[src/design/tpp_pkg.sv]
// Shared types, constants and configuration defaults for the tilted pinhole projection.
`default_nettype none
package tpp_pkg;

  localparam int CW   = 32;          // coordinate width
  localparam int RW   = CW - 1;      // unsigned register width
  localparam int TW   = 16;          // trig width
  localparam int FRAC = TW - 2;      // trig fraction bits
  localparam int MW   = CW + 1;      // difference width
  localparam int PW   = MW + TW;     // first products
  localparam int SW   = PW + 1;      // sums of products
  localparam int XW   = MW + FRAC;   // scaled x numerator base
  localparam int MLW  = 17;          // low split of the second factor
  localparam int QW   = CW + 2;      // quotient bits kept
  localparam int DW   = SW;          // divisor magnitude
  localparam int NW   = DW + QW;     // numerator width
  localparam int OW   = QW + 2;      // signed result with offset
  localparam int IW   = 3;           // register index width

  typedef enum logic [IW-1:0] {
    REG_ALTITUDE = 3'd0,
    REG_FOCAL    = 3'd1,
    REG_CENTER_X = 3'd2,
    REG_CENTER_Y = 3'd3,
    REG_COS_TILT = 3'd4,
    REG_SIN_TILT = 3'd5
  } reg_idx_e;

  localparam logic [RW-1:0] ALTITUDE_RST = RW'(196608000);
  localparam logic [RW-1:0] FOCAL_RST    = RW'(65536000);
  localparam logic [RW-1:0] CENTER_X_RST = RW'(20971520);
  localparam logic [RW-1:0] CENTER_Y_RST = RW'(15728640);
  localparam logic [TW-1:0] COS_RST      = TW'(1 << FRAC);
  localparam logic [TW-1:0] SIN_RST      = '0;

  typedef struct packed {
    logic                 opcode;
    logic signed [CW-1:0] in_x;
    logic signed [CW-1:0] in_y;
    logic signed [CW-1:0] in_z;
  } in_t;

  typedef struct packed {
    logic signed [CW-1:0] out_x;
    logic signed [CW-1:0] out_y;
    logic signed [CW-1:0] out_z;
    logic                 status;
  } out_t;

  typedef struct packed {
    logic [RW-1:0]        altitude;
    logic [RW-1:0]        focal_scale;
    logic [RW-1:0]        center_x;
    logic [RW-1:0]        center_y;
    logic signed [TW-1:0] cos_tilt;
    logic signed [TW-1:0] sin_tilt;
  } cfg_t;

  typedef struct packed {
    logic                 op;
    logic                 bad;
    logic signed [CW-1:0] z;
  } side_t;

  typedef struct packed {
    side_t                side;
    logic signed [SW-1:0] d;
    logic signed [NW-1:0] nx;
    logic signed [NW-1:0] ny;
  } mid_t;

  typedef struct packed {
    side_t         side;
    logic [DW-1:0] ad;
    logic          negx;
    logic          negy;
    logic          ovfx;
    logic          ovfy;
    logic [DW-1:0] remx;
    logic [DW-1:0] remy;
    logic [QW-1:0] lowx;
    logic [QW-1:0] lowy;
    logic [QW-1:0] qx;
    logic [QW-1:0] qy;
  } div_t;

endpackage
`default_nettype wire

[src/design/tpp_norm.sv]
// Sign and magnitude split, range check and divider set-up.
`default_nettype none
module tpp_norm (
  input  wire logic         clk_i,
  input  wire logic         rst_ni,
  input  wire logic         adv_i,
  input  wire logic         valid_i,
  input  wire tpp_pkg::mid_t mid_i,
  output logic              valid_o,
  output tpp_pkg::div_t     div_o
);

  logic                          s6_v_q, s7_v_q;
  tpp_pkg::side_t                s6_side_q;
  logic [tpp_pkg::NW-1:0]        ax_q, ay_q;
  logic [tpp_pkg::DW-1:0]        ad_q;
  logic                          negx_q, negy_q;
  tpp_pkg::div_t                 div_d, div_q;

  always_comb begin
    div_d.side = s6_side_q;
    div_d.ad   = ad_q;
    div_d.negx = negx_q;
    div_d.negy = negy_q;
    div_d.ovfx = ax_q >= {ad_q, {tpp_pkg::QW{1'b0}}};
    div_d.ovfy = ay_q >= {ad_q, {tpp_pkg::QW{1'b0}}};
    div_d.remx = ax_q[tpp_pkg::NW-1:tpp_pkg::QW];
    div_d.remy = ay_q[tpp_pkg::NW-1:tpp_pkg::QW];
    div_d.lowx = ax_q[tpp_pkg::QW-1:0];
    div_d.lowy = ay_q[tpp_pkg::QW-1:0];
    div_d.qx   = '0;
    div_d.qy   = '0;
  end

  always_ff @(posedge clk_i or negedge rst_ni) begin
    if (!rst_ni) begin
      s6_v_q <= 1'b0;
      s7_v_q <= 1'b0;
    end else if (adv_i) begin
      s6_v_q <= valid_i;
      s7_v_q <= s6_v_q;
    end
  end

  always_ff @(posedge clk_i) begin
    if (adv_i) begin
      s6_side_q <= mid_i.side;
      ax_q      <= mid_i.nx[tpp_pkg::NW-1] ? unsigned'(-mid_i.nx) : unsigned'(mid_i.nx);
      ay_q      <= mid_i.ny[tpp_pkg::NW-1] ? unsigned'(-mid_i.ny) : unsigned'(mid_i.ny);
      ad_q      <= mid_i.d[tpp_pkg::SW-1] ? unsigned'(-mid_i.d) : unsigned'(mid_i.d);
      negx_q    <= mid_i.nx[tpp_pkg::NW-1] ^ mid_i.d[tpp_pkg::SW-1];
      negy_q    <= mid_i.ny[tpp_pkg::NW-1] ^ mid_i.d[tpp_pkg::SW-1];
      div_q     <= div_d;
    end
  end

  assign valid_o = s7_v_q;
  assign div_o   = div_q;

endmodule
`default_nettype wire

[config.mk]
export PLATFORM = sky130hd
export DESIGN_NAME = tpp_norm
export DESIGN_NICKNAME = d
export VERILOG_FILES = /design/src/design/tpp_pkg.sv /design/src/design/tpp_norm.sv
export SDC_FILE = /design/constraint.sdc
export NUM_CORES = 1
export LEC_CHECK = 0
export BUFFER_PORTS_ARGS = -buffer_cell sky130_fd_sc_hd__buf_4
export CAP_MARGIN = 10
export CORE_MARGIN = 2
export CORE_UTILIZATION = 40
export CTS_CLUSTER_DIAMETER = 40
export DETAILED_ROUTE_END_ITERATION = 7
export GPL_ROUTABILITY_DRIVEN = 0
export PLACE_DENSITY = 0.69
export SLEW_MARGIN = 20
export SYNTH_ARGS = -nofsm -noshare
export SYNTH_HDL_FRONTEND = slang
export SYNTH_SLANG_ARGS = --single-unit
[constraint.sdc]
create_clock -name clk_i -period 2.1 [get_ports clk_i]
set_input_delay 0.21 -clock clk_i [delete_from_list [all_inputs] [get_ports clk_i]]
set_output_delay 0.21 -clock clk_i [all_outputs]
set_load 0.01 [all_outputs]
* Word-level counts from Yosys, hierarchy flattened
Cells that the tools add are included.
** Word-level totals
- Memories kept :: 0
- Memory bits (writable) :: 0
- Register bits after elaboration :: 512
- Memory bits (read-only) :: 0
- Bits in latches :: 0
- Output and inout port bits :: 325
- Bits of input ports :: 256
** Operators by class
- Multiply operators :: 0
- Equality and inequality tests :: 0
- Multiplexer cells :: 3
- Div/mod/pow operators :: 0
- Magnitude comparators :: 2
- Shifts and indexed selects :: 0
- Bitwise operators :: 2
- Add/sub/neg operators :: 3
- Reduce and logical (&&, ||, !) cells :: 0
** Operators by type and width (count)
- greater-or-equal comparator 84 bit :: 2
- negation 84 bit :: 2
- 2-to-1 mux 83 bit :: 2
- negation 50 bit :: 1
- 2-to-1 mux 49 bit :: 1
- bitwise XOR 1 bit :: 2

* Longest topological paths before layout
- Depth in word-level cells :: 2
- Gate-level depth with buffers :: 9

* Least setup slack after synthesis
No wires, ideal clock.
- Path type :: input port to flip-flop
- Start :: input port mid_i[183] (netlist bit)
- End :: register ad_q[48] (netlist bit), data pin
- Setup time :: 0.258 ns
- Arrival :: 2.488 ns
- Setup slack :: -0.646 ns
- Data required time :: 1.842 ns
- Cell stages on the path :: 7
- Cell sequence :: or4_4 > or4b_4 > or4_4 > buf_6 > or4_1 > o21ai_2 > xnor2_1
** Between the ends
- Longest elaborated chain between the ends :: 2
** Ends and longest elaborated chain
- start, declared :: line tpp_norm.sv:8 : input wire tpp_pkg::mid_t mid_i,
- negation 50 bit :: line tpp_norm.sv:50 : ad_q <= mid_i.d[tpp_pkg::SW-1] ? unsigned'(-mid_i.d) : unsigned'(mid_i.d);
- 2-to-1 mux 49 bit :: line tpp_norm.sv:50
- end signal, assigned :: line tpp_norm.sv:50
- end, declared :: line tpp_norm.sv:16 : logic [tpp_pkg::DW-1:0] ad_q;
No other way between the ends.
A chain may end at the register's enable or synchronous reset.

==> qor.csv <==
stage;metric;value;unit
timing;fin. max-slew vios;0;
finish;Layout Nets;3149;
flow_run;max_cap viols;0;
pwr;maximum VDD drop;0.000874;V
clock_tree;clk sinks;512;
timing;Period minus WS final;2390;ps
clock_tree;CTS H-tree depth;3;
global_routing;first-pass GRT wire length;116;mm
critical_path;R2R setup slack;-290;ps
critical_path;CP Cell Sequence;inv_2 > buf_6 > ha_4 > a21oi_2 > nand2_1 > a221o_1 > a22oi_2 > a21oi_4 > a211o_1;
synthesis;largest family of logic cells by synthesized area;simple AND/OR/NAND/NOR gates;
critical_path;CP Data Required Time;2470;ps
critical_path;largest fanout on the critical path;3;
placed_design;port bufs;512;
worst_hold_path;Hold Crit Depth;3;
pwr;Total Power;0.0313;W
synthesis;Unique masters post-synth;63;
critical_path;r2r startpoint;ad_q[4];
clock_tree;Num CTS Buffers;85;
routing;Routed Antenna Nets;0;
timing;hold slack final;8.31;ps
routing;DR DRC count;0;
routing;WL/cell;22.2;um
outcome;failing checks;negative setup slack;
synthesis;ys flop type;edfxtp_1;
synthesis;Post-Synthesis Cells;1595;
pwr;LEAKAGE;15.0;nW
critical_path;Crit-path slowest cell;edfxtp_1;
synthesis;EDFF count, synth;510;
clock_tree;worst skew pair latency;630;ps
synthesis;multiplexer share of the synthesized area;0.000972;
critical_path;reg-to-reg endpoint;div_o[236];
clock_tree;Clock transition at path regs;60;ps
floorplan;Core Area;57500;um2
timing;Worst-Margin Slew;792;ps
synthesis;Synth Area in Compound Gates;0.0748;
worst_hold_path;min-delay src;mid_i[16];
timing;Fin. Hold Viols;0;
floorplan;initial core utilization;0.403;
synthesis;area share of fa/ha/maj cells after synthesis;0.0556;
timing;unrepaired setup endpoints after global routing;true;
finish;commonest non-fill, non-tap cells in the layout;buf_4 (879), edfxtp_1 (510), dlygate4sd3_1 (217);
critical_path;CP Class;reg -> reg;
synthesis;Synth Area in Simple Gates;0.0882;
worst_hold_path;Worst Hold End;ay_q[16];
finish;commonest non-fill, non-tap cell in the layout;buf_4;
finish;area growth from synthesis to layout;61.3;%
synthesis;sequential area share after synthesis;0.663;
synthesis;Post-Syn Area;23200;um2
routing;DR vias/cell;5.09;
global_routing;GRT overflow;0;
timing;max_slew headroom;0.472;
floorplan;num rows;88;
finish;share of cells above drive strength 1;0.454;
clock_tree;CTS tree;built;
timing;FMAX;418;MHz
timing;fin crit share;1.14;
critical_path;CP arrival;2770;ps
floorplan;die area;59800;um2
outcome;status;finished, violations left;
worst_hold_path;Worst Hold Class;in -> reg;
routing;DR pass1 iterations;7;
critical_path;cells on worst reg2reg path;9;
timing;final setup fails;13;
critical_path;startpoint types;flip-flop;
timing;final clock skew;20.3;ps
global_routing;GRT Util Overall;0.261;
synthesis;Ys Warns;0;
synthesis;synthesis-stage register bit count;512;
synthesis;Avg Cell Area, Syn;14.5;um2
global_routing;initial antenna violation count;6;
floorplan;die width;245;um
routing;vias;18500;
pwr;PD cells;838;nW/um2
floorplan;Die H;245;um
synthesis;Synth Area in XOR/XNOR;0.0798;
routing;1st-iter DRT viols;1162;
clock_tree;root buffer cell;clkbuf_16;
placed_design;DP HPWL;57.8;mm
global_routing;vias in the first global route;19400;
clock_tree;Max Buffers Root-to-Sink;3;
floorplan;IO Pins;581;
global_routing;largest net degree at the start of global routing;78;
timing;final setup margin;-294;ps
routing;DRT Wirelength;80.5;mm
critical_path;slowest stage delay, CP;410;ps
critical_path;Crit. End Element;flip-flop;
synthesis;FFs w/ async S/R, synth;0.00391;
-- per-stage QoR --
stage / instance area (um2) / setup WS, ps / util / TNS (ps) / cells
finish: 37400 / -294 / 0.650 / -1350 / 3626
global placement: 31600 / -804 / 0.549 / -80330 / 3236
detailed placement: 31600 / -827 / 0.549 / -84900 / 3236
floorplan: 24200 / -646 / - / -39120 / 1662
global route: 37400 / -345 / 0.650 / -1690 / 3625
CTS: 36800 / -280 / 0.640 / -926 / 3616
-- cell families (layout without fill, tap and decap cells) --
group | count (synthesis) | count (layout)
AO/OA/AOI/OAI | 253 | 253
XOR/XNOR | 211 | 211
adder cells (fa/ha/maj) | 103 | 103
buffers and inverters | 158 | 1352
flip-flops | 512 | 512
multiplexers | 2 | 2
other | 1 | 70
AND/OR/NAND/NOR | 355 | 358
-- state kept, by name, indices dropped and copies added (netlist names) --
name,count
negy_q,1
ay_q,84
negx_q,1
s6_v_q,1
div_d,34
valid_o,1
ax_q,84
ad_q,50
div_o,256
-- power by group --
group | switching, W | internal [W]
combinational | 0.00221 | 0.00240
sequential | 0.000542 | 0.0124
clock | 0.00532 | 0.00839
-- worst max path at each step --
stage                  to  cells after the start       start  slack (ps)
2_1_floorplan    ad_q[48]                      7  mid_i[183]        -650
6_report       div_o[236]                      9     ad_q[4]        -290
3_5_place_dp     ad_q[42]                      7  mid_i[183]        -830
4_1_cts        div_o[237]                      8     ad_q[4]        -280
3_3_place_gp     ad_q[48]                      7  mid_i[183]        -800
5_1_grt        div_o[237]                      8     ad_q[4]        -350
-- layout make-up --
type | instances | area, um2
Inverter | 59 | 221
Multi-Input combinational cell | 995 | 8580
Tap cell | 765 | 957
Clock buffer | 93 | 2180
Antenna cell | 2 | 5.00
Clock inverter | 63 | 643
Fill cell | 3978 | 20100
Sequential cell | 512 | 15400
Timing Repair Buffer | 1137 | 9410
-- cells in the mapped netlist (3+ instances only) --
master | n | share of area
edfxtp_1 | 510 | 0.66
xnor2_1 | 207 | 0.078
ha_1 | 103 | 0.056
nand2_1 | 86 | 0.014
o21ai_0 | 86 | 0.019
buf_4 | 68 | 0.022
inv_1 | 59 | 0.0096
o31ai_1 | 59 | 0.019
nor2_1 | 37 | 0.0060
a21oi_1 | 31 | 0.0067
or4_1 | 31 | 0.010
nor4_1 | 29 | 0.0078
o41ai_1 | 28 | 0.011
nand3_1 | 27 | 0.0058
nand4_1 | 27 | 0.0073
clkbuf_1 | 26 | 0.0042
or3_1 | 25 | 0.0068
nor3_1 | 23 | 0.0050
nand2b_1 | 18 | 0.0049
a21o_1 | 15 | 0.0049
or2_2 | 15 | 0.0041
a211oi_1 | 6 | 0.0019
o41ai_2 | 6 | 0.0042
a2111oi_0 | 5 | 0.0019
nand3b_1 | 4 | 0.0013
xor2_1 | 4 | 0.0015
a22oi_1 | 3 | 0.00097
nand4b_1 | 3 | 0.0011
nor4_4 | 3 | 0.0028
or4_4 | 3 | 0.0015
-- layer usage --
layer  up-vias  share of wire  track usage
met5         -        0.00063            0
li1       8436              -            -
met4         8          0.033       0.0965
met2       789           0.51        0.468
met3       154          0.082       0.0710
met1      9083           0.37        0.298
-- worst max-delay path, delay by kind of cell (launching register included) --
kind            cells  cell delay [ps]
buf+inv             2              300
simple gates        1               70
fa+ha+maj           1              200
flops               1              410
compound gates      5             1160
-- timing repair --
item,4_1_cts,5_1_grt
pin swaps,20,29
setup buffers,2,9
endpoints found under the hold margin,248,0
hold buffers,222,0
resized for setup,39,88
setup endpoints to repair,39,98
cloned,1,2
Note: power is estimated with default switching activity, not from simulation.
