--- src/design/tpp_pkg.sv ---
// Shared types, constants and configuration defaults for the tilted pinhole projection.
`default_nettype none
package tpp_pkg;

  localparam int CW   = 32;          // coordinate width
  localparam int RW   = CW - 1;      // unsigned register width
  localparam int TW   = 16;          // trig width
  localparam int FRAC = TW - 2;      // trig fraction bits
  localparam int MW   = CW + 1;      // difference width
  localparam int PW   = MW + TW;     // first products
  localparam int SW   = PW + 1;      // sums of products
  localparam int XW   = MW + FRAC;   // scaled x numerator base
  localparam int MLW  = 17;          // low split of the second factor
  localparam int QW   = CW + 2;      // quotient bits kept
  localparam int DW   = SW;          // divisor magnitude
  localparam int NW   = DW + QW;     // numerator width
  localparam int OW   = QW + 2;      // signed result with offset
  localparam int IW   = 3;           // register index width

  typedef enum logic [IW-1:0] {
    REG_ALTITUDE = 3'd0,
    REG_FOCAL    = 3'd1,
    REG_CENTER_X = 3'd2,
    REG_CENTER_Y = 3'd3,
    REG_COS_TILT = 3'd4,
    REG_SIN_TILT = 3'd5
  } reg_idx_e;

  localparam logic [RW-1:0] ALTITUDE_RST = RW'(196608000);
  localparam logic [RW-1:0] FOCAL_RST    = RW'(65536000);
  localparam logic [RW-1:0] CENTER_X_RST = RW'(20971520);
  localparam logic [RW-1:0] CENTER_Y_RST = RW'(15728640);
  localparam logic [TW-1:0] COS_RST      = TW'(1 << FRAC);
  localparam logic [TW-1:0] SIN_RST      = '0;

  typedef struct packed {
    logic                 opcode;
    logic signed [CW-1:0] in_x;
    logic signed [CW-1:0] in_y;
    logic signed [CW-1:0] in_z;
  } in_t;

  typedef struct packed {
    logic signed [CW-1:0] out_x;
    logic signed [CW-1:0] out_y;
    logic signed [CW-1:0] out_z;
    logic                 status;
  } out_t;

  typedef struct packed {
    logic [RW-1:0]        altitude;
    logic [RW-1:0]        focal_scale;
    logic [RW-1:0]        center_x;
    logic [RW-1:0]        center_y;
    logic signed [TW-1:0] cos_tilt;
    logic signed [TW-1:0] sin_tilt;
  } cfg_t;

  typedef struct packed {
    logic                 op;
    logic                 bad;
    logic signed [CW-1:0] z;
  } side_t;

  typedef struct packed {
    side_t                side;
    logic signed [SW-1:0] d;
    logic signed [NW-1:0] nx;
    logic signed [NW-1:0] ny;
  } mid_t;

  typedef struct packed {
    side_t         side;
    logic [DW-1:0] ad;
    logic          negx;
    logic          negy;
    logic          ovfx;
    logic          ovfy;
    logic [DW-1:0] remx;
    logic [DW-1:0] remy;
    logic [QW-1:0] lowx;
    logic [QW-1:0] lowy;
    logic [QW-1:0] qx;
    logic [QW-1:0] qy;
  } div_t;

endpackage
`default_nettype wire

--- src/design/tpp_back.sv ---
// Sign restore, centre offset, saturation and output register.
`default_nettype none
module tpp_back (
  input  wire logic         clk_i,
  input  wire logic         rst_ni,
  input  wire logic         adv_i,
  input  wire logic         valid_i,
  input  wire tpp_pkg::div_t div_i,
  input  wire tpp_pkg::cfg_t cfg_i,
  output logic              valid_o,
  output tpp_pkg::out_t     word_o
);

  logic          v_q;
  tpp_pkg::out_t word_d, word_q;
  logic [tpp_pkg::RW-1:0] offx, offy;

  function automatic logic signed [tpp_pkg::CW-1:0] finish(input logic [tpp_pkg::QW-1:0] q,
                                                           input logic neg,
                                                           input logic ovf,
                                                           input logic [tpp_pkg::RW-1:0] off);
    logic signed [tpp_pkg::OW-1:0] qs;
    logic signed [tpp_pkg::OW-1:0] sum;
    logic signed [tpp_pkg::CW-1:0] res;
    qs  = neg ? -$signed(tpp_pkg::OW'(q)) : $signed(tpp_pkg::OW'(q));
    sum = qs + $signed(tpp_pkg::OW'(off));
    if (ovf) begin
      res = neg ? {1'b1, {(tpp_pkg::CW-1){1'b0}}} : {1'b0, {(tpp_pkg::CW-1){1'b1}}};
    end else if (sum[tpp_pkg::OW-1:tpp_pkg::CW-1] == '0 ||
                 sum[tpp_pkg::OW-1:tpp_pkg::CW-1] == '1) begin
      res = sum[tpp_pkg::CW-1:0];
    end else begin
      res = sum[tpp_pkg::OW-1] ? {1'b1, {(tpp_pkg::CW-1){1'b0}}}
                               : {1'b0, {(tpp_pkg::CW-1){1'b1}}};
    end
    return res;
  endfunction

  always_comb begin
    offx = div_i.side.op ? '0 : cfg_i.center_x;
    offy = div_i.side.op ? '0 : cfg_i.center_y;
    if (div_i.side.bad) begin
      word_d = '{out_x: '0, out_y: '0, out_z: '0, status: 1'b1};
    end else begin
      word_d.out_x  = finish(div_i.qx, div_i.negx, div_i.ovfx, offx);
      word_d.out_y  = finish(div_i.qy, div_i.negy, div_i.ovfy, offy);
      word_d.out_z  = div_i.side.op ? div_i.side.z : '0;
      word_d.status = 1'b0;
    end
  end

  always_ff @(posedge clk_i or negedge rst_ni) begin
    if (!rst_ni) begin
      v_q <= 1'b0;
    end else if (adv_i) begin
      v_q <= valid_i;
    end
  end

  always_ff @(posedge clk_i) begin
    if (adv_i) begin
      word_q <= word_d;
    end
  end

  assign valid_o = v_q;
  assign word_o  = word_q;

endmodule
`default_nettype wire
--- config.mk ---
export PLATFORM = sky130hd
export DESIGN_NAME = tpp_back
export DESIGN_NICKNAME = d
export VERILOG_FILES = /design/src/design/tpp_pkg.sv /design/src/design/tpp_back.sv
export SDC_FILE = /design/constraint.sdc
export NUM_CORES = 1
export LEC_CHECK = 0
export ABC_AREA = 1
export BUFFER_PORTS_ARGS = -buffer_cell sky130_fd_sc_hd__clkbuf_2
export CORE_AREA = 3 3 228 230
export DETAILED_ROUTE_END_ITERATION = 7
export DIE_AREA = 0 0 231 233
export GPL_ROUTABILITY_DRIVEN = 0
export PLACE_DENSITY = 0.44
export SYNTH_ARGS = -nofsm -noshare
export SYNTH_HDL_FRONTEND = slang
export SYNTH_SLANG_ARGS = --single-unit
export TNS_END_PERCENT = 10
--- constraint.sdc ---
create_clock -name clk_i -period 0.8 [get_ports clk_i]
set_input_delay 0.08 -clock clk_i [delete_from_list [all_inputs] [get_ports clk_i]]
set_output_delay 0.08 -clock clk_i [all_outputs]
set_load 0.03 [all_outputs]
# --- After elaboration in Yosys (flattened, before gate mapping) ---
# Cells that the tools add are included.
# Widths: inputs -> output; s select.
totals:
  output_inout_bits: 98
  inputBits: 484
  word_cells: 30
  reg_bits: 98
classes:
  n_eq_ne: 2
  bitwise: 1
  n_reduce_logical: 5
  n_mux: 13
  addsub: 4
ops:
  columns: ["cell", "n"]
  rows:
  - ["$mux 32", 8]
  - ["$add 36x32->36", 2]
  - ["$mux 36", 2]
  - ["$neg 34->36", 2]
  - ["$mux 31", 2]
  - ["$eq 5x5->1 const B", 2]
  - ["$logic_not 5->1", 2]
  - ["$logic_or 1x1->1", 2]
  - ["$reduce_or 2->1", 1]
  - ["$mux 1", 1]
  - ["$not 1->1", 1]

# --- Longest topological paths before layout ---
# Gate-level depths: netlist of the first run.
logic_depth:
  ltp_word: 7
  ltp_mapped: 28
  ltp_nobuf: 27

# --- Least setup slack after synthesis of the first run ---
# OpenSTA, ideal clock, no wires.
synth_timing:
  path_kind: "in2reg"
  startpoint: "in div_i[0] in the netlist's numbering"
  endpoint: "reg word_q (netlist bit word_o[33]), data pin"
  setup_time_ns: 0.270
  arrival_time_ns: 3.224
  t_required_ns: 0.530
  path_buffers: 1
  slack_ns: -2.694
  path_stages: 25
  cell_sequence: "inv_1 -> ha_1 -> nand3_1 -> nor2_2 -> nand4_1 -> nor3_1 -> nand2_1 -> nor3_1 -> nand3_1 -> nand2_1 -> nand2_1 -> xor2_1 -> ha_1 -> a21oi_1 -> o21ai_0 -> a21oi_1 -> o21ai_0 -> a21oi_1 -> xor2_1 -> nand3_1 -> nor2_1 -> nor2_2 -> nor2_4 -> buf_6 -> a21oi_1"
synth_between:
  elab_chain_cells: 7
  word_cells_on_any_way: 9
  cone_classes: "add/sub (2); eq/ne (1); mux (4); reduce/logical (2)"
synth_rtl:
  columns: ["element", "line", "rtl"]
  rows:
  - ["start: declaration", "tpp_back.sv:8", "input wire tpp_pkg::div_t div_i,"]
  - ["$neg 34->36", "tpp_back.sv:25", "qs = neg ? -$signed(tpp_pkg::OW'(q)) : $signed(tpp_pkg::OW'(q));"]
  - ["$mux 36 *", "tpp_back.sv:25", null]
  - ["$add 36x32->36 *", "tpp_back.sv:26", "sum = qs + $signed(tpp_pkg::OW'(off));"]
  - ["$eq 5x5->1 or $logic_not 5->1 (tied branches)", "tpp_back.sv:30, tpp_back.sv:29", null]
  - ["$logic_or 1x1->1", "tpp_back.sv:29", "end else if (sum[tpp_pkg::OW-1:tpp_pkg::CW-1] == '0 ||"]
  - ["$mux 32 *", "tpp_back.sv:29", null]
  - ["$mux 32 *", "tpp_back.sv:27", "if (ovf) begin"]
  - ["end signal: assignment", "tpp_back.sv:62", "word_q <= word_d;"]
  - ["end: declaration", "tpp_back.sv:15", "tpp_pkg::out_t word_d, word_q;"]
# Every way passes the cells marked *; elsewhere a longest branch is shown, timed or not.
# A chain may end at the register's enable or synchronous reset.

# --- Final worst setup path of the first run ---
layout_timing:
  startpoint: "in div_i[0] in the netlist's numbering"
  endpoint: "reg word_q (netlist bit word_o[51]), data pin"
# The elaborated chain is that of the path after synthesis.

==> results of run 1 <==
what timing repair did:
action,CTS,global route
hold buffers,2,0
endpoints found under the setup margin,162,162
hold endpoints to repair,2,0
cloned,4,2
buffers inserted,8,4
resized for setup,281,86
pin swaps,35,9
worst max-delay path: stages:
cell and delay, ns:
clkbuf_16 0.13, inv_12 0.05, ha_4 0.14, nand3_4 0.08
nor2_4 0.14, nand4_1 0.14, nor3_2 0.20, nand2_2 0.11
nor3_4 0.16, nand3_1 0.11, nand2_2 0.09, nand2_2 0.05
xor2_1 0.14, ha_1 0.35, a21oi_2 0.15, o21ai_1 0.08
a21oi_1 0.14, o21ai_1 0.10, a21oi_2 0.14, xor2_1 0.22
nand3_1 0.12, nor2_2 0.10, nor2_2 0.05, nor2_4 0.22
clkbuf_16 0.23, a21oi_2 0.06
synthesized netlist by cell type, drive strengths merged (13+ instances only):
| cell | number |
|---|---|
| nor3 | 13 |
| nand3 | 101 |
| xor2 | 74 |
| a21oi | 115 |
| ha | 66 |
| edfxtp | 97 |
| nor2 | 345 |
| nand4 | 17 |
| clkbuf | 24 |
| inv | 217 |
| nand2 | 275 |
| xnor2 | 43 |
| o21ai | 61 |
| buf | 17 |
placed cells by master, fill, tap and decap left out, types with 4 or more instances in the layout:
master / Yosys / routed
buf_4: 3 / 416
nor2_1: 300 / 269
nand2_1: 257 / 246
inv_1: 212 / 209
clkbuf_2: 0 / 167
edfxtp_1: 97 / 97
nand3_1: 95 / 90
a21oi_1: 114 / 86
xor2_1: 74 / 74
clkbuf_8: 0 / 62
ha_1: 66 / 61
nor2_2: 42 / 60
o21ai_0: 59 / 45
xnor2_1: 43 / 42
buf_8: 0 / 37
a21oi_2: 1 / 29
nand2_2: 15 / 22
buf_12: 0 / 19
nand4_1: 17 / 17
nor2_4: 3 / 16
o21ai_1: 1 / 13
clkbuf_16: 0 / 12
a21o_1: 10 / 10
nor3_1: 12 / 9
nand3_2: 5 / 8
nand2_4: 3 / 6
a31oi_1: 7 / 6
buf_6: 9 / 6
inv_2: 5 / 5
o21bai_1: 6 / 5
o31ai_1: 4 / 4
nor4_1: 6 / 4
buf_16: 0 / 4
power breakdown:
part	internal (mW)	switching, mW
Clock	2.17	2.08
Combinational	6.14	6.46
Sequential	6.21	0.329
cell families after synthesis:
group / count (synthesis)
AOI/OAI and AO/OA: 215
xor gates and xnor gates: 117
adders and majority gates: 68
buffers and inverters: 258
DFF: 98
muxes: 1
and+or+nand+nor: 765
metal layers:
layer  vias to the layer above  global-route usage (%)  share of wire, %
li1                       6296                       -                 -
met1                      5439                   18.58                45
met2                       216                   26.66                49
met3                        38                   2.963               4.6
met4                         8                   2.615               1.5
met5                         -                       0              0.11
state kept, by name (all words and copies together) (netlist names):
name	count
valid_o	1
word_o	97
stage by stage:
step           total power, mW  TNS [ns]  worst slack (ns)  util [%]  cell area [µm²]
6_report                 23.39   -182.56            -2.682     35.62            17830
3_3_place_gp             17.77   -201.65            -3.058     31.68            15860
3_5_place_dp             17.78   -205.36            -3.114     31.68            15860
5_1_grt                  24.98   -206.26            -2.996     35.61            17830
2_1_floorplan            12.25   -169.24            -2.591         -            10500
4_1_cts                  23.33   -184.42            -2.606     35.04            17540
layout make-up:
class	count	area (µm²)
fillers	5420	32230
flip-flops and latches	98	2938
clock inverters	7	61.31
repair buffers	716	6021
clock buffers	9	225.2
inverters	217	837.1
multi-input cells	1166	6905
well taps	672	840.8
diodes	2	5.005
worst max-delay path by stage:
stage	depth (start not counted)	slack, ns	end	from
2_1_floorplan	27	-2.59	word_o[66]	div_i[34]
3_3_place_gp	29	-3.06	word_o[85]	div_i[34]
3_5_place_dp	28	-3.11	word_o[94]	div_i[34]
4_1_cts	26	-2.61	word_o[90]	div_i[35]
5_1_grt	28	-3.00	word_o[45]	div_i[0]
6_report	26	-2.68	word_o[51]	div_i[0]
==> summary.txt, run 1 <==
Run status
  – Status: finished, violations left
  – Failing checks: setup timing

Job
  – MaxCap Viol Count: 0

Logic synthesis
  – Area share of the largest cell type after synthesis: 28.02%
  – Post-synth EDFFs: 97
  – Warnings, synthesis: 0
  – Share of flip-flops with an asynchronous set or reset: 1.020%
  – #FFs+latches synth: 98
  – Post-Syn Area: 10400 µm²
  – Largest family of logic cells by synthesized area: simple AND/OR/NAND/NOR gates
  – Post-Synthesis Cells: 1522
  – Synth Area in XOR/XNOR: 9.857%
  – Synth Area in Compound Gates: 11.33%
  – Synth area leaders: edfxtp_1, nor2_1, nand2_1
  – Simple-gate portion of the synthesized area: 31.99%
  – Ys flop type: edfxtp_1
  – Register area share after synthesis: 28.26%
  – Yosys cell types: 46
  – Mux contribution to synthesized area: 0.1083%
  – Syn avg cell area: 6.831 µm²
  – Post-Synth Adder-Cell Area: 8.328%
  – Cell taking the most area after synthesis: edfxtp_1
  – Syn_nets: 2074

Detailed routing
  – Vias: 12.00k
  – # DRC: 0
  – Starting DRT DRC Count: 502
  – WL/cell: 14.30 µm
  – Routed WL: 41.29 mm
  – Drt via density: 4.156
  – Post-DRT Antenna Nets: 0
  – Initial DRT Pass Iterations: 5

Min path
  – HP Start: div_i[312]
  – Hold path cells: 3
  – Worst Hold Path EP: word_o[23]
  – Worst hold path class: in -> reg

Die
  – Initial core utilization: 20.76%
  – # IOs: 582
  – Die H: 233 µm
  – Core area: 50070 µm²
  – Horiz. Die Dim: 231 µm
  – Row count: 82
  – Die area: 53820 µm²

Timing
  – Worst-margin pin slew: 0.5476 ns
  – Clk_skew: 0 ns
  – Unrepaired setup endpoints after global routing: yes
  – Slew Limit Fails: 0
  – Tcrit/Tclk final: 435.3%
  – Hold WS: 0.03104 ns
  – Crit path time final: 3.482 ns
  – Final worst slack: -2.682 ns
  – Final Setup Violations: 162
  – Final number of hold-violating endpoints: 0
  – Max-slew headroom: 63.11%
  – FMAX: 0.2872 GHz

Global routing
  – Initial antenna violation count: 6
  – Grt ovf: 0
  – First-pass GRT wire length: 63.38 mm
  – Number of global-route vias before repair: 12.14k
  – Tot GR Track Use: 14.85%
  – Largest net degree at the start of global routing: 53

CTS
  – CTS tree: built
  – Root buf cell: clkbuf_16
  – CTS clock-pin slew for the worst setup and hold paths: 0.07 ns
  – Number of clock sinks: 98
  – CTS buffer count: 9
  – Clk Latency, worst-skew pair: 0.35 ns
  – Clk buf depth: 2
  – H-tree depth: 3

Placement
  – Placed Cells: 2849
  – IO buf count: 269
  – HPWL Detailed: 35.46 mm

Critical path
  – R2R cell count: 1
  – CP max FO: 11
  – Reg2reg end: valid_o
  – Crit path arrival time: 3.58 ns
  – RR Startpoint: valid_o
  – R2R setup slack: 0.03 ns
  – Critical Path RT: 0.90 ns
  – Endpoint class of the critical path: flop
  – Crit start category: primary input
  – Crit path kind: in -> reg

Final layout
  – Cell Count, Final, Fillers Out: 2887
  – Layout cells sized above 1: 40.89%
  – Layout net count: 2760
  – Syn-to-layout area delta: 71.54%

Power and ir drop
  – Leakage: 8.903 nW
  – Pwr dens: 1311 nW/µm²
  – Maximum vdd drop: 0.8331 mV
Power figures use the tool's default switching activity.
==> run 2, diff against run 1 <==
--- a/config.mk
+++ b/config.mk
@@ -5,13 +5,13 @@
 export SDC_FILE = /design/constraint.sdc
 export NUM_CORES = 1
 export LEC_CHECK = 0
-export ABC_AREA = 1
 export BUFFER_PORTS_ARGS = -buffer_cell sky130_fd_sc_hd__clkbuf_2
 export CORE_AREA = 3 3 228 230
 export DETAILED_ROUTE_END_ITERATION = 7
 export DIE_AREA = 0 0 231 233
 export GPL_ROUTABILITY_DRIVEN = 0
-export PLACE_DENSITY = 0.44
+export GPL_TIMING_DRIVEN = 0
+export PLACE_DENSITY = 0.41
 export SYNTH_ARGS = -nofsm -noshare
 export SYNTH_HDL_FRONTEND = slang
 export SYNTH_SLANG_ARGS = --single-unit
==> summary.txt, run 2 <==
Critical path
  – Crit start category: primary input (unchanged)
  – Critical Path RT: 1.01 ns (was 0.90 ns)
  – Crit path largest cell delay: 0.42 ns (was 0.35 ns)
  – CP max FO: 6 (was 11)
  – CP delay by family, top: compound AO/OA/AOI/OAI gates (was simple AND/OR/NAND/NOR gates)
  – Crit path arrival time: 4.30 ns (was 3.58 ns)
  – CP max-delay cell: or3b_4 (was ha_1)
  – Critical path, cell by cell: buf_6 > inv_4 > ha_4 > or3b_4 > nor4_4 > buf_4 > a21oi_4 > xor2_2 > ha_4 > nand4_1 > nor2_4 > nand4_1 > o32a_1 > a211o_1 > a211oi_2 > buf_4 > nor3_4 > a211oi_4 > buf_6 > buf_6 > a21o_1
  – WP buf/inv: 6 (was 3)
  – Crit path kind: in -> reg (unchanged)
  – Endpoint class of the critical path: flop (unchanged)
  – Most used cell, CP: buf_6

Timing
  – FMAX: 0.2445 GHz (was 0.2872 GHz)
  – Crit path time final: 4.090 ns (was 3.482 ns)
  – Tcrit/Tclk final: 511.3% (was 435.3%)
  – Clk_skew: 0 ns (unchanged)
  – Unrepaired setup endpoints after global routing: yes (unchanged)
  – Final worst slack: -3.290 ns (was -2.682 ns)
  – Final number of hold-violating endpoints: 0 (unchanged)
  – TNS Setup: -228.92 ns (was -182.56 ns)
  – Max-slew headroom: 52.76% (was 63.11%)
  – Final Setup Violations: 172 (was 162)
  – Worst-margin pin slew: 0.7012 ns (was 0.5476 ns)
  – Hold WS: 0.07943 ns (was 0.03104 ns)
  – Slew Limit Fails: 0 (unchanged)

Power and ir drop
  – Comb pwr share: 47.9% (was 53.8%)
  – Switching power total: 8.180 mW (was 8.869 mW)
  – Internal Power: 12.95 mW (was 14.52 mW)
  – Sw frac: 38.72% (was 37.92%)
  – Pwr dens: 1427 nW/µm² (was 1311 nW/µm²)
  – Maximum vdd drop: 0.9240 mV (was 0.8331 mV)
  – Sequential Power Share: 30.9% (was 28.0%)
  – Clk network pwr share: 21.2% (was 18.2%)
  – Leakage: 6.062 nW (was 8.903 nW)
  – Tot Pwr: 21.13 mW (was 23.39 mW)

Final layout
  – Commonest cells after routing, fill and taps aside: clkbuf_2, edfxtp_1, xnor2_1, clkbuf_8, buf_4 (was buf_4, nor2_1, nand2_1, inv_1, clkbuf_2)
  – Syn-to-layout area delta: 59.42% (was 71.54%)
  – Layout cells sized above 1: 38.10% (was 40.89%)
  – Largest register FFs: 97 (unchanged)
  – Fill cells: 5330 (was 5420)
  – Area of the multi-input gates: 6838 µm² (was 6905 µm²)
  – Most common cell after layout, fill and taps aside: clkbuf_2 (was buf_4)
  – Layout net count: 1959 (was 2760)
  – Final Cell Area: 14810 µm² (was 17830 µm²)
  – FF+latch area: 2938 µm² (unchanged)

Detailed routing
  – Drt via density: 4.559 (was 4.156)
  – Post-DRT Antenna Nets: 0 (unchanged)
  – # DRC: 0 (unchanged)
  – Routed WL: 40.87 mm (was 41.29 mm)
  – Initial DRT Pass Iterations: 6 (was 5)
  – WL/cell: 19.60 µm (was 14.30 µm)
  – Starting DRT DRC Count: 553 (was 502)
  – Vias: 9505 (was 12.00k)

Logic synthesis
  – Warnings, synthesis: 0 (unchanged)
  – Post-Syn Area: 9289 µm² (was 10400 µm²)
  – Yosys cell types: 75 (was 46)
  – Synth top cells by count: edfxtp_1, a21oi_1, xnor2_1 (was nor2_1, nand2_1, inv_1)
  – Syn_nets: 1571 (was 2074)
  – Ys flop type: edfxtp_1 (unchanged)
  – Post-synth EDFFs: 97 (unchanged)
  – Register area share after synthesis: 31.63% (was 28.26%)
  – Post-Synthesis Cells: 1019 (was 1522)
  – #FFs+latches synth: 98 (unchanged)
  – Area share of the largest cell type after synthesis: 31.36% (was 28.02%)
  – Cell taking the most area after synthesis: edfxtp_1 (unchanged)
  – Share of flip-flops with an asynchronous set or reset: 1.020% (unchanged)
  – Syn avg cell area: 9.116 µm² (was 6.831 µm²)
  – Synth area leaders: edfxtp_1, ha_1, xnor2_1 (was edfxtp_1, nor2_1, nand2_1)
  – Top-count cell post-synth: edfxtp_1 (was nor2_1)

Die
  – Row count: 82 (unchanged)
  – Core area: 50070 µm² (unchanged)
  – Die area: 53820 µm² (unchanged)
  – Die H: 233 µm (unchanged)
  – Initial core utilization: 18.55% (was 20.76%)
  – Horiz. Die Dim: 231 µm (unchanged)
  – # IOs: 582 (unchanged)

CTS
  – Clk buf depth: 2 (unchanged)
  – Number of clock sinks: 98 (unchanged)
  – H-tree depth: 3 (unchanged)
  – Root buf cell: clkbuf_16 (unchanged)
  – CTS clock-pin slew for the worst setup and hold paths: 0.07 ns (about the same)
  – Clk Latency, worst-skew pair: 0.37 ns (was 0.35 ns)
  – CTS buffer count: 9 (unchanged)
  – CTS tree: built (unchanged)

Global routing
  – Number of global-route vias before repair: 9640 (was 12.14k)
  – Initial antenna violation count: 8 (was 6)
  – Grt ovf: 0 (unchanged)
  – Largest net degree at the start of global routing: 99 (was 53)
  – First-pass GRT wire length: 59.46 mm (was 63.38 mm)
  – Tot GR Track Use: 14.65% (was 14.85%)

Placement
  – Pre-CTS setup slack: -4.823 ns (was -3.114 ns)
  – HPWL Detailed: 31.48 mm (was 35.46 mm)
  – Placed Area: 11560 µm² (was 15860 µm²)
  – IO buf count: 268 (was 269)

Run status
  – Failing checks: setup timing (unchanged)
  – Status: finished, violations left (unchanged)

Job
  – MaxCap Viol Count: 0 (unchanged)

Min path
  – Worst hold path class: in -> reg (unchanged)
==> run 2: cells by family (layout without fill, tap and decap cells) <==
logic type                 count (synthesis)  in the layout  synth area share [%]
AOI/OAI and AO/OA                        336            336                 24.84
and+or+nand+nor                          334            334                 19.96
xor gates and xnor gates                 115            115                 10.84
DFF                                       98             98                 31.63
adders and majority gates                 68             68                 9.321
buffers and inverters                     66            459                 3.179
muxes                                      2              2                0.2290
other                                      0              1                     0
==> run 2: per-layer routing <==
metal / routed length, µm / track usage (%) / vias to the layer above
met5: 72 / 0 / -
met1: 18430 / 19.05 / 4614
li1: - / - / 4605
met4: 364 / 2.712 / 12
met2: 19730 / 24.98 / 247
met3: 2269 / 3.391 / 27
==> run 2: worst paths after layout <==
check | endpoint | start | depth (start not counted) | slack (ns)
min in group asynchronous | valid_o | rst_ni | 3 | 0.54
max in group asynchronous | valid_o | rst_ni | 3 | 0.16
worst min register to register | valid_o | valid_o | 1 | 0.57
worst max-delay path | word_o[39] | div_i[1] | 21 | -3.29
worst max register to register | valid_o | valid_o | 1 | 0.02
worst min-delay path | word_o[6] | div_i[295] | 2 | 0.08
==> run 2: through the flow <==
step | std cells | utilization [%]
2_1_floorplan | 1019 | -
3_3_place_gp | 1959 | 23.07
3_5_place_dp | 1959 | 23.08
4_1_cts | 2071 | 28.86
5_1_grt | 2084 | 29.57
6_report | 2085 | 29.58
==> run 2: area by class of cell <==
type / count / area share, %
antenna: 1 / 0.01690
clock buffer: 9 / 1.521
clock inverter: 7 / 0.4140
timing repair buffer: 385 / 23.57
buffer: 33 / 2.138
inverter: 25 / 0.6506
multi-input combinational: 855 / 46.18
sequential: 98 / 19.84
tap: 672 / 5.678
==> run 2: power by group through the flow <==
stage               combinational [mW]  sequential (mW)  clock (mW)
CTS                               9.83             6.51        4.70
global route                      10.9             6.58        4.85
global placement                  7.87             6.56           0
floorplan                         4.27             7.45           0
finish                            10.1             6.53        4.49
detailed placement                7.84             6.55           0
==> run 2: what timing repair did <==
item,in CTS,in global routing
buffers inserted,68,13
endpoints found under the setup margin,200,194
hold endpoints to repair,29,0
resized for setup,378,97
pin swaps,77,58
cloned,7,1
hold buffers,30,0
==> run 3, diff against run 2 <==
--- a/config.mk
+++ b/config.mk
@@ -11,7 +11,7 @@
 export DIE_AREA = 0 0 231 233
 export GPL_ROUTABILITY_DRIVEN = 0
 export GPL_TIMING_DRIVEN = 0
-export PLACE_DENSITY = 0.41
+export PLACE_DENSITY = 0.51
 export SYNTH_ARGS = -nofsm -noshare
 export SYNTH_HDL_FRONTEND = slang
 export SYNTH_SLANG_ARGS = --single-unit
==> summary.txt, run 3 (synthesis gave the netlist of run 2 again) <==
Global routing
  – Initial antenna violation count: 13 (was 8)
  – First-pass GRT wire length: 58.55 mm (was 59.46 mm)
  – Grt ovf: 0 (unchanged)
  – Tot GR Track Use: 14.44% (was 14.65%)
  – Number of global-route vias before repair: 9461 (was 9640)
  – Largest net degree at the start of global routing: 63 (was 99)

Min path
  – Worst hold path class: in -> reg (unchanged)
  – Worst Hold Path EP: word_o[6] (unchanged)
  – HP Start: div_i[295] (unchanged)
  – Hold path cells: 2 (unchanged)

Detailed routing
  – Routed WL: 40.36 mm (was 40.87 mm)
  – Initial DRT Pass Iterations: 5 (was 6)
  – Post-DRT Antenna Nets: 0 (unchanged)
  – Starting DRT DRC Count: 642 (was 553)
  – # DRC: 0 (unchanged)
  – WL/cell: 19.41 µm (was 19.60 µm)
  – Vias: 9535 (was 9505)
  – Drt via density: 4.586 (was 4.559)

Timing
  – Max-slew headroom: 50.15% (was 52.76%)
  – FMAX: 0.2499 GHz (was 0.2445 GHz)
  – Final Setup Violations: 162 (was 172)
  – Tcrit/Tclk final: 500.2% (was 511.3%)
  – Slew Limit Fails: 0 (unchanged)
  – Unrepaired setup endpoints after global routing: yes (unchanged)
  – Clk_skew: 0 ns (unchanged)
  – Final number of hold-violating endpoints: 0 (unchanged)
  – Crit path time final: 4.001 ns (was 4.090 ns)
  – Worst-margin pin slew: 0.7424 ns (was 0.7012 ns)
  – Final worst slack: -3.201 ns (was -3.290 ns)
  – TNS Setup: -222.51 ns (was -228.92 ns)

Critical path
  – Reg2reg end: valid_o (unchanged)
  – Crit start category: primary input (unchanged)
  – Crit path kind: in -> reg (unchanged)
  – Critical Path RT: 1.02 ns (was 1.01 ns)
  – WP buf/inv: 4 (was 6)
  – CP delay by family, top: compound AO/OA/AOI/OAI gates (unchanged)
  – Endpoint class of the critical path: flop (unchanged)
  – CP max FO: 7 (was 6)
  – Crit path largest cell delay: 0.57 ns (was 0.42 ns)
  – Critical path, cell by cell: clkbuf_8 > or4_4 > nor4_4 > buf_4 > a21oi_4 > xor2_2 > ha_1 > nand3_2 > nor2_4 > nand4_1 > o32a_1 > a211o_1 > a211oi_2 > o21bai_2 > a221oi_4 > buf_6 > buf_12 > a21o_1 (was buf_6 > inv_4 > ha_4 > or3b_4 > nor4_4 > buf_4 > a21oi_4 > xor2_2 > ha_4 > nand4_1 > nor2_4 > nand4_1 > o32a_1 > a211o_1 > a211oi_2 > buf_4 > nor3_4 > a211oi_4 > buf_6 > buf_6 > a21o_1)
  – Crit path arrival time: 4.23 ns (was 4.30 ns)
  – R2R setup slack: 0.02 ns (about the same)
  – CP max-delay cell: or4_4 (was or3b_4)
  – R2R cell count: 1 (unchanged)
  – RR Startpoint: valid_o (unchanged)

Final layout
  – Syn-to-layout area delta: 58.86% (was 59.42%)
  – Layout net count: 1948 (was 1959)
  – Most common cell after layout, fill and taps aside: clkbuf_2 (unchanged)
  – Largest register FFs: 97 (unchanged)
  – Layout cells sized above 1: 37.76% (was 38.10%)
  – Commonest cells after routing, fill and taps aside: clkbuf_2, edfxtp_1, xnor2_1, clkbuf_8, nor2b_1 (was clkbuf_2, edfxtp_1, xnor2_1, clkbuf_8, buf_4)
  – Cell Count, Final, Fillers Out: 2079 (was 2085)

Run status
  – Failing checks: setup timing (unchanged)
  – Status: finished, violations left (unchanged)

CTS
  – H-tree depth: 3 (unchanged)
  – Root buf cell: clkbuf_16 (unchanged)
  – Clk buf depth: 2 (unchanged)
  – Number of clock sinks: 98 (unchanged)
  – CTS tree: built (unchanged)
  – CTS buffer count: 9 (unchanged)
  – CTS clock-pin slew for the worst setup and hold paths: 0.08 ns (was 0.07 ns)
  – Clk Latency, worst-skew pair: 0.37 ns (about the same)

Die
  – Initial core utilization: 18.55% (unchanged)
  – Die H: 233 µm (unchanged)
  – Core area: 50070 µm² (unchanged)
  – # IOs: 582 (unchanged)
  – Horiz. Die Dim: 231 µm (unchanged)
  – Row count: 82 (unchanged)
  – Die area: 53820 µm² (unchanged)

Power and ir drop
  – Comb pwr share: 47.6% (was 47.9%)
  – Maximum vdd drop: 0.7799 mV (was 0.9240 mV)
  – Sw frac: 39.10% (was 38.72%)
  – Internal Power: 13.02 mW (was 12.95 mW)
  – Switching power total: 8.357 mW (was 8.180 mW)
  – Clk network pwr share: 21.8% (was 21.2%)
  – Leakage: 5.990 nW (was 6.062 nW)
  – Sequential Power Share: 30.5% (was 30.9%)
  – Pwr dens: 1448 nW/µm² (was 1427 nW/µm²)

Placement
  – HPWL Detailed: 31.55 mm (was 31.48 mm)
  – Placed Cells: 1960 (was 1959)
  – IO buf count: 268 (unchanged)

Job
  – MaxCap Viol Count: 0 (unchanged)
-- run 3: cell types whose count changed in the layout (fill, tap and decap cells not counted), sizes merged --
cell and change:
buf -14, clkbuf +1, clkinv +2, clkinvlp -2
diode +5, dlygate4sd3 +2
-- run 3: through the flow --
stage / util [%] / hold WS [ns] / power (mW) / worst slack, ns / instance area, µm²
floorplan: - / -0.2156 / 11.72 / -3.317 / 9366
global placement: 23.07 / -0.1434 / 14.34 / -4.722 / 11550
detailed placement: 23.13 / -0.1412 / 14.36 / -4.791 / 11580
CTS: 28.32 / 0.01338 / 21.03 / -3.152 / 14180
global route: 29.46 / 0.02852 / 22.61 / -3.328 / 14750
finish: 29.47 / 0.02296 / 21.37 / -3.201 / 14760
-- run 3: final cells by class --
type	count	area (µm²)
Multi-Input combinational cell	855	6908
Buffer	33	306.5
Fill cell	5318	35310
Timing Repair Buffer	374	3343
Sequential cell	98	2938
Clock buffer	9	225.2
Inverter	25	98.84
Clock inverter	7	81.33
Antenna cell	6	15.01
Tap cell	672	840.8
-- run 3: power groups by stage --
stage,sequential [mW],combinational (mW),clock (mW)
floorplan,7.45,4.27,0
global placement,6.57,7.77,0
detailed placement,6.56,7.80,0
CTS,6.52,9.62,4.89
global route,6.58,11.0,5.06
finish,6.53,10.2,4.66
-- run 3: metal layers --
metal  vias up  share of wire (%)  global-route usage, %
li1       4599                  -                      -
met1      4582                 42                  18.07
met2       296                 48                  24.51
met3        44                8.0                  4.726
met4        14                1.3                  2.537
met5         -               0.19                      0
-- run 3: worst max path at each step --
stage	startpoint	endpoint	slack, ns	depth (start not counted)
2_1_floorplan	div_i[47]	word_o[95]	-3.32	16
3_3_place_gp	div_i[0]	word_o[49]	-4.72	19
3_5_place_dp	div_i[0]	word_o[39]	-4.79	19
4_1_cts	div_i[48]	word_o[74]	-3.15	19
5_1_grt	div_i[7]	word_o[61]	-3.33	19
6_report	div_i[6]	word_o[37]	-3.20	18
-- run 3: repair_timing --
item                                    CTS  global route
gates cloned                              4             3
resized for setup                       340           130
setup buffers                            54            15
endpoints found under the setup margin  256           182
hold endpoints to repair                 31             0
hold buffers                             32             0
pin swaps                                56            54
